[config.mk]
export PLATFORM = sky130hd
export DESIGN_NAME = nearest_k_sorted_slot_list
export DESIGN_NICKNAME = d
export VERILOG_FILES = /design/src/rtl/core/nksl_pkg.sv /design/src/rtl/core/nksl_dist.sv /design/src/rtl/core/nksl_cell.sv /design/src/rtl/core/nearest_k_sorted_slot_list.sv
export SDC_FILE = /design/constraint.sdc
export NUM_CORES = 2
export LEC_CHECK = 0
export BUFFER_PORTS_ARGS = -buffer_cell sky130_fd_sc_hd__buf_2
export CAP_MARGIN = 20
export CORE_UTILIZATION = 37
export DETAILED_ROUTE_END_ITERATION = 12
export GPL_TIMING_DRIVEN = 0
export SETUP_SLACK_MARGIN = 0.3
export SLEW_MARGIN = 20
export SYNTH_ARGS = -nofsm -noshare
export SYNTH_HDL_FRONTEND = slang
export SYNTH_SLANG_ARGS = --single-unit
[constraint.sdc]
create_clock -name clk -period 29 [get_ports clk]
set_input_delay 4.35 -clock clk [delete_from_list [all_inputs] [get_ports clk]]
set_output_delay 4.35 -clock clk [all_outputs]
set_load 0.05 [all_outputs]
[src/rtl/core/nksl_pkg.sv]
// Shared constants, request codes and link types of the nearest-K sorted slot list.
package nksl_pkg;

    // Default list depth.
    localparam int SLOTS_DEF = 8;

    // Fixed field widths.
    localparam int ID_W   = 16;
    localparam int POS_W  = 16;
    localparam int ABS_W  = 16;
    localparam int SQ_W   = 2 * ABS_W;
    localparam int DIST_W = SQ_W + 2;
    localparam int CNT_W  = 16;

    // Packed stream widths.
    localparam int IN_DATA_W  = 72;
    localparam int OUT_DATA_W = 48;
    localparam int CFG_ADDR_W = 2;
    localparam int CFG_DATA_W = 16;

    // Request kinds carried in tuser.
    localparam logic ACT_OFFER = 1'b0;
    localparam logic ACT_CLEAR = 1'b1;

    // Configuration register indexes.
    localparam logic [CFG_ADDR_W-1:0] CFG_ENABLE   = 2'd0;
    localparam logic [CFG_ADDR_W-1:0] CFG_CAMERA_X = 2'd1;
    localparam logic [CFG_ADDR_W-1:0] CFG_CAMERA_Y = 2'd2;
    localparam logic [CFG_ADDR_W-1:0] CFG_CAMERA_Z = 2'd3;

    // Values broadcast to every cell of the chain.
    typedef struct packed {
        logic              ins;
        logic [DIST_W-1:0] dsq;
        logic [ID_W-1:0]   id;
    } bcast_t;

    // Values one cell hands to its right-hand neighbor.
    typedef struct packed {
        logic              gt;
        logic [ID_W-1:0]   item;
        logic [DIST_W-1:0] dsq;
    } link_t;

endpackage

[src/rtl/core/nksl_dist.sv]
// Squared distance unit: per-axis differences squared and registered, then summed.
module nksl_dist (
    input  logic                              clk,
    input  logic                              load,
    input  logic signed [nksl_pkg::POS_W-1:0] pos_x,
    input  logic signed [nksl_pkg::POS_W-1:0] pos_y,
    input  logic signed [nksl_pkg::POS_W-1:0] pos_z,
    input  logic signed [nksl_pkg::POS_W-1:0] cam_x,
    input  logic signed [nksl_pkg::POS_W-1:0] cam_y,
    input  logic signed [nksl_pkg::POS_W-1:0] cam_z,
    output logic        [nksl_pkg::DIST_W-1:0] dsq
);
    import nksl_pkg::*;

    logic signed [POS_W:0] dx;
    logic signed [POS_W:0] dy;
    logic signed [POS_W:0] dz;
    logic [ABS_W-1:0]      ax;
    logic [ABS_W-1:0]      ay;
    logic [ABS_W-1:0]      az;
    logic [SQ_W-1:0]       sqx_reg;
    logic [SQ_W-1:0]       sqy_reg;
    logic [SQ_W-1:0]       sqz_reg;

    // Differences fit in 17 bits signed; magnitudes fit in 16 bits.
    always_comb
    begin
        dx = {pos_x[POS_W-1], pos_x} - {cam_x[POS_W-1], cam_x};
        dy = {pos_y[POS_W-1], pos_y} - {cam_y[POS_W-1], cam_y};
        dz = {pos_z[POS_W-1], pos_z} - {cam_z[POS_W-1], cam_z};
        ax = dx[POS_W] ? ABS_W'(-dx) : dx[ABS_W-1:0];
        ay = dy[POS_W] ? ABS_W'(-dy) : dy[ABS_W-1:0];
        az = dz[POS_W] ? ABS_W'(-dz) : dz[ABS_W-1:0];
    end

    // One 16x16 square per axis, registered when the request is taken.
    always_ff @(posedge clk)
    begin
        if (load)
        begin
            sqx_reg <= ax * ax;
            sqy_reg <= ay * ay;
            sqz_reg <= az * az;
        end
    end

    // Sum of the three squares.
    assign dsq = DIST_W'(sqx_reg) + DIST_W'(sqy_reg) + DIST_W'(sqz_reg);

endmodule

[src/rtl/core/nksl_cell.sv]
// One list cell: holds one ranked entry and shifts right on an insertion ahead of it.
module nksl_cell #(
    parameter int IDX = 0,
    parameter int CW  = 4,
    parameter int VW  = 3
) (
    input  logic             clk,
    input  nksl_pkg::bcast_t bcast,
    input  logic [VW-1:0]    new_view,
    input  logic [CW-1:0]    cnt,
    input  nksl_pkg::link_t  left,
    input  logic [VW-1:0]    left_view,
    output nksl_pkg::link_t  right,
    output logic [VW-1:0]    right_view,
    output logic             is_pt
);
    import nksl_pkg::*;

    logic [ID_W-1:0]   item_reg;
    logic [DIST_W-1:0] dist_reg;
    logic [VW-1:0]     view_reg;
    logic              occ;
    logic              gt;

    // The entry is farther than the offer; ties keep the held entry ahead.
    always_comb
    begin
        occ   = CW'(IDX) < cnt;
        gt    = occ && (dist_reg > bcast.dsq);
        is_pt = (gt || (CW'(IDX) == cnt)) && !left.gt;
    end

    // Take the left neighbor's entry when it moves, or the new one at the rank.
    always_ff @(posedge clk)
    begin
        if (bcast.ins)
        begin
            if (left.gt)
            begin
                item_reg <= left.item;
                dist_reg <= left.dsq;
                view_reg <= left_view;
            end
            else if (is_pt)
            begin
                item_reg <= bcast.id;
                dist_reg <= bcast.dsq;
                view_reg <= new_view;
            end
        end
    end

    assign right.gt   = gt;
    assign right.item = item_reg;
    assign right.dsq  = dist_reg;
    assign right_view = view_reg;

endmodule

[src/rtl/core/nearest_k_sorted_slot_list.sv]
// Top level of the nearest-K sorted slot list: stream ports, control and the cell chain.
//
// The block keeps up to SLOTS items sorted by squared distance from the camera point,
// nearest first, in a row of cells. A request is handled as follows: in the cycle it
// is accepted the three per-axis squares are computed and registered; in the insert cycle
// the squares are summed, every cell compares its entry against the sum at once, and
// the whole row shifts right by one behind the insertion point. One result is produced
// per request (offer or clear) and sits in an output register; the insert cycle waits
// until that register has been handed on or is free, and the block takes the next
// request in the cycle after the insert cycle. Clear requests empty the list and the
// offer counter. There is no start-up sweep after reset.
module nearest_k_sorted_slot_list #(
    parameter int SLOTS = nksl_pkg::SLOTS_DEF
) (
    input  logic                                clk,
    input  logic                                rst_n,
    // Request stream.
    input  logic                                s_tvalid,
    output logic                                s_tready,
    // tdata fields, low bit first: item_id[15:0], item_valid[16], camera_in_front[17],
    // pos_x[33:18], pos_y[49:34], pos_z[65:50], zero padding[71:66].
    input  logic [nksl_pkg::IN_DATA_W-1:0]      s_tdata,
    // tuser fields: action[0].
    input  logic                                s_tuser,
    // Result stream.
    output logic                                m_tvalid,
    input  logic                                m_tready,
    // tdata fields, low bit first: accepted[0], insert_position[3:1], view_slot[6:4],
    // evicted[7], evicted_id[23:8], entry_count[27:24], offered_count[43:28],
    // zero padding[47:44].
    output logic [nksl_pkg::OUT_DATA_W-1:0]     m_tdata,
    // Configuration write channel.
    input  logic                                cfg_valid,
    output logic                                cfg_ready,
    input  logic [nksl_pkg::CFG_ADDR_W-1:0]     cfg_addr,
    input  logic [nksl_pkg::CFG_DATA_W-1:0]     cfg_data
);
    import nksl_pkg::*;

    localparam int CW = $clog2(SLOTS + 1);
    localparam int IW = (SLOTS > 1) ? $clog2(SLOTS) : 1;

    localparam logic ST_IDLE = 1'b0;
    localparam logic ST_INS  = 1'b1;

    // Configuration registers.
    logic                    enable_reg;
    logic signed [POS_W-1:0] cam_x_reg;
    logic signed [POS_W-1:0] cam_y_reg;
    logic signed [POS_W-1:0] cam_z_reg;

    // Control state.
    logic            state_reg;
    logic            state_next;
    logic [CW-1:0]   held_reg;
    logic [CW-1:0]   held_next;
    logic [CNT_W-1:0] offer_reg;
    logic [CNT_W-1:0] offer_next;
    logic            m_tvalid_reg;
    logic [OUT_DATA_W-1:0] m_tdata_reg;
    logic [OUT_DATA_W-1:0] m_tdata_next;

    // Request held for the insert cycle.
    logic            action_reg;
    logic [ID_W-1:0] id_reg;
    logic            item_valid_reg;
    logic            front_reg;

    logic            take;
    logic            step;
    logic            counted;
    logic            offer;
    logic            any_pt;
    logic            full;
    logic            ins;
    logic            evict;
    logic [IW-1:0]   rank;
    logic [IW-1:0]   pooled;
    logic [DIST_W-1:0] dsq;
    logic [IW+2:0]   rank_ext;
    logic [IW+2:0]   view_ext;
    logic [CW+3:0]   held_ext;
    logic [ID_W-1:0] evicted_id;
    bcast_t          bcast;
    link_t           lnk [SLOTS+1];
    logic [IW-1:0]   vlnk [SLOTS+1];
    logic [SLOTS-1:0] pt;

    assign cfg_ready = 1'b1;
    assign take      = s_tvalid && s_tready;
    assign s_tready  = (state_reg == ST_IDLE);
    assign step      = (state_reg == ST_INS) && (!m_tvalid_reg || m_tready);
    assign m_tvalid  = m_tvalid_reg;
    assign m_tdata   = m_tdata_reg;

    // Configuration writes.
    always_ff @(posedge clk or negedge rst_n)
    begin
        if (!rst_n)
        begin
            enable_reg <= 1'b1;
            cam_x_reg  <= '0;
            cam_y_reg  <= '0;
            cam_z_reg  <= '0;
        end
        else if (cfg_valid && cfg_ready)
        begin
            case (cfg_addr)
                CFG_ENABLE:   enable_reg <= cfg_data[0];
                CFG_CAMERA_X: cam_x_reg  <= cfg_data;
                CFG_CAMERA_Y: cam_y_reg  <= cfg_data;
                CFG_CAMERA_Z: cam_z_reg  <= cfg_data;
                default:      enable_reg <= enable_reg;
            endcase
        end
    end

    // Capture of the request fields.
    always_ff @(posedge clk)
    begin
        if (take)
        begin
            action_reg     <= s_tuser;
            id_reg         <= s_tdata[15:0];
            item_valid_reg <= s_tdata[16];
            front_reg      <= s_tdata[17];
        end
    end

    nksl_dist u_dist (
        .clk   (clk),
        .load  (take),
        .pos_x (s_tdata[33:18]),
        .pos_y (s_tdata[49:34]),
        .pos_z (s_tdata[65:50]),
        .cam_x (cam_x_reg),
        .cam_y (cam_y_reg),
        .cam_z (cam_z_reg),
        .dsq   (dsq)
    );

    // Cell chain; the left end sees an entry that never moves.
    assign lnk[0]  = '0;
    assign vlnk[0] = '0;
    assign bcast.ins  = ins;
    assign bcast.dsq  = dsq;
    assign bcast.id   = id_reg;

    for (genvar i = 0; i < SLOTS; i++)
    begin : g_cell
        nksl_cell #(
            .IDX (i),
            .CW  (CW),
            .VW  (IW)
        ) u_cell (
            .clk        (clk),
            .bcast      (bcast),
            .new_view   (pooled),
            .cnt        (held_reg),
            .left       (lnk[i]),
            .left_view  (vlnk[i]),
            .right      (lnk[i+1]),
            .right_view (vlnk[i+1]),
            .is_pt      (pt[i])
        );
    end

    // Rank of the insertion point; at most one cell reports it.
    always_comb
    begin
        rank = '0;
        for (int i = 0; i < SLOTS; i++)
        begin
            if (pt[i])
            begin
                rank = rank | IW'(i);
            end
        end
    end

    // Decision for the request in the insert cycle.
    always_comb
    begin
        any_pt     = |pt;
        full       = (held_reg == CW'(SLOTS));
        counted    = (action_reg == ACT_OFFER) && enable_reg && item_valid_reg;
        offer      = counted && front_reg;
        ins        = step && offer && any_pt;
        evict      = offer && any_pt && full;
        pooled     = full ? vlnk[SLOTS] : held_reg[IW-1:0];
        evicted_id = evict ? lnk[SLOTS].item : '0;

        held_next  = held_reg;
        offer_next = offer_reg;
        if (action_reg == ACT_CLEAR)
        begin
            held_next  = '0;
            offer_next = '0;
        end
        else
        begin
            if (counted)
            begin
                offer_next = offer_reg + 1'b1;
            end
            if (offer && any_pt && !full)
            begin
                held_next = held_reg + 1'b1;
            end
        end

        rank_ext = (offer && any_pt) ? {3'b000, rank} : '0;
        view_ext = (offer && any_pt) ? {3'b000, pooled} : '0;
        held_ext = {4'b0000, held_next};

        m_tdata_next        = '0;
        m_tdata_next[0]     = offer && any_pt;
        m_tdata_next[3:1]   = rank_ext[2:0];
        m_tdata_next[6:4]   = view_ext[2:0];
        m_tdata_next[7]     = evict;
        m_tdata_next[23:8]  = evicted_id;
        m_tdata_next[27:24] = held_ext[3:0];
        m_tdata_next[43:28] = offer_next;
    end

    // Sequencer and list counters.
    always_comb
    begin
        state_next = state_reg;
        case (state_reg)
            ST_IDLE: if (take) state_next = ST_INS;
            ST_INS:  if (step) state_next = ST_IDLE;
            default: state_next = ST_IDLE;
        endcase
    end

    always_ff @(posedge clk or negedge rst_n)
    begin
        if (!rst_n)
        begin
            state_reg <= ST_IDLE;
            held_reg  <= '0;
            offer_reg <= '0;
        end
        else
        begin
            state_reg <= state_next;
            if (step)
            begin
                held_reg  <= held_next;
                offer_reg <= offer_next;
            end
        end
    end

    // Output register.
    always_ff @(posedge clk or negedge rst_n)
    begin
        if (!rst_n)
        begin
            m_tvalid_reg <= 1'b0;
        end
        else if (step)
        begin
            m_tvalid_reg <= 1'b1;
        end
        else if (m_tready)
        begin
            m_tvalid_reg <= 1'b0;
        end
    end

    always_ff @(posedge clk)
    begin
        if (step)
        begin
            m_tdata_reg <= m_tdata_next;
        end
    end

endmodule
==> results.md <==
- At the end of the flow, the number of nets in the layout was ~7,100.
- The layout cell share with drive strength beyond 1 is roughly a tenth.
- The total global routing track utilization is a little under a fifth.
- The detail route stage leaves a number of antenna-violating nets equal to 0.
- Post-CTS timing repair inserted 0 buffers for setup.
- The total area inside the core boundary comes to around 0.16 mm2.
- Along the worst path, the maximum fanout reaches 9.
- The routed layout has 40,900 vias.
- The largest single stage delay on the critical path is 870 ps.
- The initial cell density of the core is about 37%.
- The arrival time reported for the critical path endpoint is between 10,000 and 15,000 ps.
- The number of sinks handled by clock tree synthesis is roughly 650.
- After detailed routing, the number of vias per cell comes to slightly above 5.
- The flow ran to the end, and the final reports show no timing, DRC or antenna violations.
- The most repeated library cell on the critical path is sky130_fd_sc_hd__fa_1.
- At the worst endpoint, the required time is between 20,000 and 30,000 ps.
- The later pin in the worst-skew pair is clocked with a latency of 670 ps.
- The detailed router finished its first iteration with ~2,600 violations.
- The root buffer cell chosen for the clock tree is sky130_fd_sc_hd__clkbuf_16.
- The count of instances resized after the clock tree is built is 0.
- The number of flops mapped to enable cells by yosys is between 500 and 600.
- In the layout the commonest cells are sky130_fd_sc_hd__inv_1 (850), sky130_fd_sc_hd__ha_1 (682), sky130_fd_sc_hd__edfxtp_1 (580).
- The flip-flop count of the largest register after layout is about 270.
- The post-route fraction of the period consumed by the critical path is about 50%.
- In this run, post-CTS hold repair placed 0 buffers.
- The most common cell after layout, fill and taps aside is sky130_fd_sc_hd__inv_1.
- The total count of max-transition violations in the final report is 0.
- Setup repair after global routing left no endpoint under its margin.
- The tool flagged a number of max-cap violations equal to 0.
- After detailed routing, the number of remaining DRC violations is 0.
- The combined flip-flop and latch cell area is about 0.019 mm2.
- Synthesis handed over a netlist of roughly 5,600 instances.
- The type of origin of the critical path is an input port.
- After detailed routing, the total wire length is 149,000 um.
- around 150 I/O pins were placed.
- The number of global-route vias before repair was between 40,000 and 50,000.
- The largest clock skew in the final design is ~25 ps.
- Subtracting the final worst setup slack from the clock period gives 14,540 ps.
- The number of fillers in the final layout is 15,000.
- The number of antenna violations at the first check in global routing is 2.
- Yosys printed 0 warnings.
- TritonCTS built the clock tree.
- In the final timing run, aggregate negative setup slack is 0 ps.
- The clock input transition at the sequential cells of the worst setup and hold paths is around 60 ps.
- After synthesis the cells add up to between 0.05 and 0.06 mm2.
- Row generation in the floorplan step produced around 150 rows.
- During placement, the flow inserted port buffers numbering 135.
- The path type of the worst setup path is in -> reg.
- The number of flip-flops and latches in the synthesized netlist is roughly 650.
- Setup violations remaining at the end of the flow were counted as 0.
- The floorplan step set the die height to around 400 um.
- The share of synthesized registers carrying an async set or reset is 10.9%.
- Routability-driven placement finished with a final weighted congestion of between 0.8 and 0.9.
- The total area of multi-input combinational cells is ~0.035 mm2.
- In this run the register-to-register setup slack is about 17,000 ps.
- Synthesis instantiated 90 different standard cells from the library.
- The sum of net half-perimeters after detailed placement is between 100,000 and 150,000 um.
- The path class of the tightest hold or removal check is reg -> reg.
- The worst setup path is captured at a flop.
- The die covers 0.159 mm2.
- Summing the sequential cell areas from Yosys gives between 30% and 40% of the chip area.
- The average detailed-routed wire length per instance is roughly 19 um.
- The floorplan step set the die width to roughly 400 um.
- The hold violation total from the final report is 0.
- Entering global routing, the biggest net connects 50 pins.
- The per-instance average area after synthesis is ~10 um2.
- In this run the number of H-tree levels came out at 3.
- From synthesis to final layout, the design area changed by 11.5%.
- The cell type of the slowest stage on the worst timing path is sky130_fd_sc_hd__xor2_1.
- The first global-routing pass estimated ~230,000 um of wire.
- In this run, CTS created clock tree buffers numbering between 70 and 80.
- The transition time of the tightest slew-check pin is around 1100 ps.
- The maximum clock rate is 68.8 MHz.
- The headroom to the max-slew limit is between 20% and 30%.
- For this run the aggregate overflow at the end of global routing stands at 0.
- The largest buffer count on any clock path is 3.
- Before antenna repair, the detailed router went through 5 iterations.
- The most used flip-flop cell after synthesis is sky130_fd_sc_hd__edfxtp_1.
cells in the mapped netlist (all sizes together) (26+ instances only):
library cell	n	area, um2
a21o	191	1430
a21oi	241	1210
clkbuf	108	405
dfrtp	70	1750
edfxtp	580	17400
fa	495	9910
ha	682	8530
inv	857	3220
mux2	248	2790
nand2	510	1910
nand2b	47	294
nand3	58	290
nand4	68	425
nor2	389	1460
nor2b	44	275
nor3	43	215
o21a	29	218
o21ai	286	1430
o21bai	26	195
xnor2	155	1390
xor2	91	805
metrics by stage:
stage	worst slack, ps	hold WS [ps]	area [um2]	instances	utilization (%)
2_1_floorplan	15900	466	58100	5557	-
3_5_place_dp	13640	487	62300	7783	39.9
3_3_place_gp	13590	486	61300	7750	39.3
6_report	14460	499	64700	7910	41.5
5_1_grt	13930	512	64700	7909	41.5
4_1_cts	14330	502	64700	7909	41.5
layout make-up:
class | count | area share, %
diodes | 1 | 0.00386
plain buffers | 126 | 0.781
clock buffers | 87 | 2.97
clock inverters | 39 | 0.736
inverters | 871 | 5.05
multi-input cells | 3909 | 54.6
flip-flops and latches | 651 | 29.6
well taps | 2058 | 3.98
repair buffers | 168 | 2.28
layer usage:
metal	vias to the layer above	global-route usage [%]	part of all wire (%)
met4	4	5.87	3.1
met1	20300	24.1	43
met2	977	33.3	50
met3	236	2.38	4.8
met5	-	0	0.015
li1	19400	-	-
worst max-delay path, delay by kind of cell:
| family | cells | cell delay (ps) |
|---|---|---|
| AO/OA/AOI/OAI | 13 | 2990 |
| XOR/XNOR | 4 | 1680 |
| adder cells (fa/ha/maj) | 9 | 3920 |
| buffers and inverters | 5 | 860 |
| AND/OR/NAND/NOR | 4 | 1080 |
path summary, 6_finish.rpt:
kind                                                            to                        start  cells past startpoint
setup / recovery                      u_dist.sqy_reg[31]$_DFFE_PP_                  s_tdata[34]                     35
max in group asynchronous                   enable_reg$_DFFE_PN1P_                        rst_n                      2
hold reg to reg                          offer_reg[15]$_DFFE_PN0P_    offer_reg[15]$_DFFE_PN0P_                      2
min in group asynchronous                 offer_reg[7]$_DFFE_PN0P_                        rst_n                      1
hold / removal                           offer_reg[15]$_DFFE_PN0P_    offer_reg[15]$_DFFE_PN0P_                      2
setup reg to reg           g_cell[3].u_cell.item_reg[14]$_DFFE_PP_  u_dist.sqx_reg[2]$_DFFE_PP_                     40
cells by family after synthesis:
logic type / synth area share (%)
and+or+nand+nor: 9.96
buffers and inverters: 6.49
DFF: 33.1
muxes: 4.83
AOI/OAI and AO/OA: 10.1
xor gates and xnor gates: 3.78
adders and majority gates: 31.8
other: 0.0129
Power is left out: the tool's default activity adds up to more than one toggle a clock period on the data nets, which glitch-free logic cannot reach.
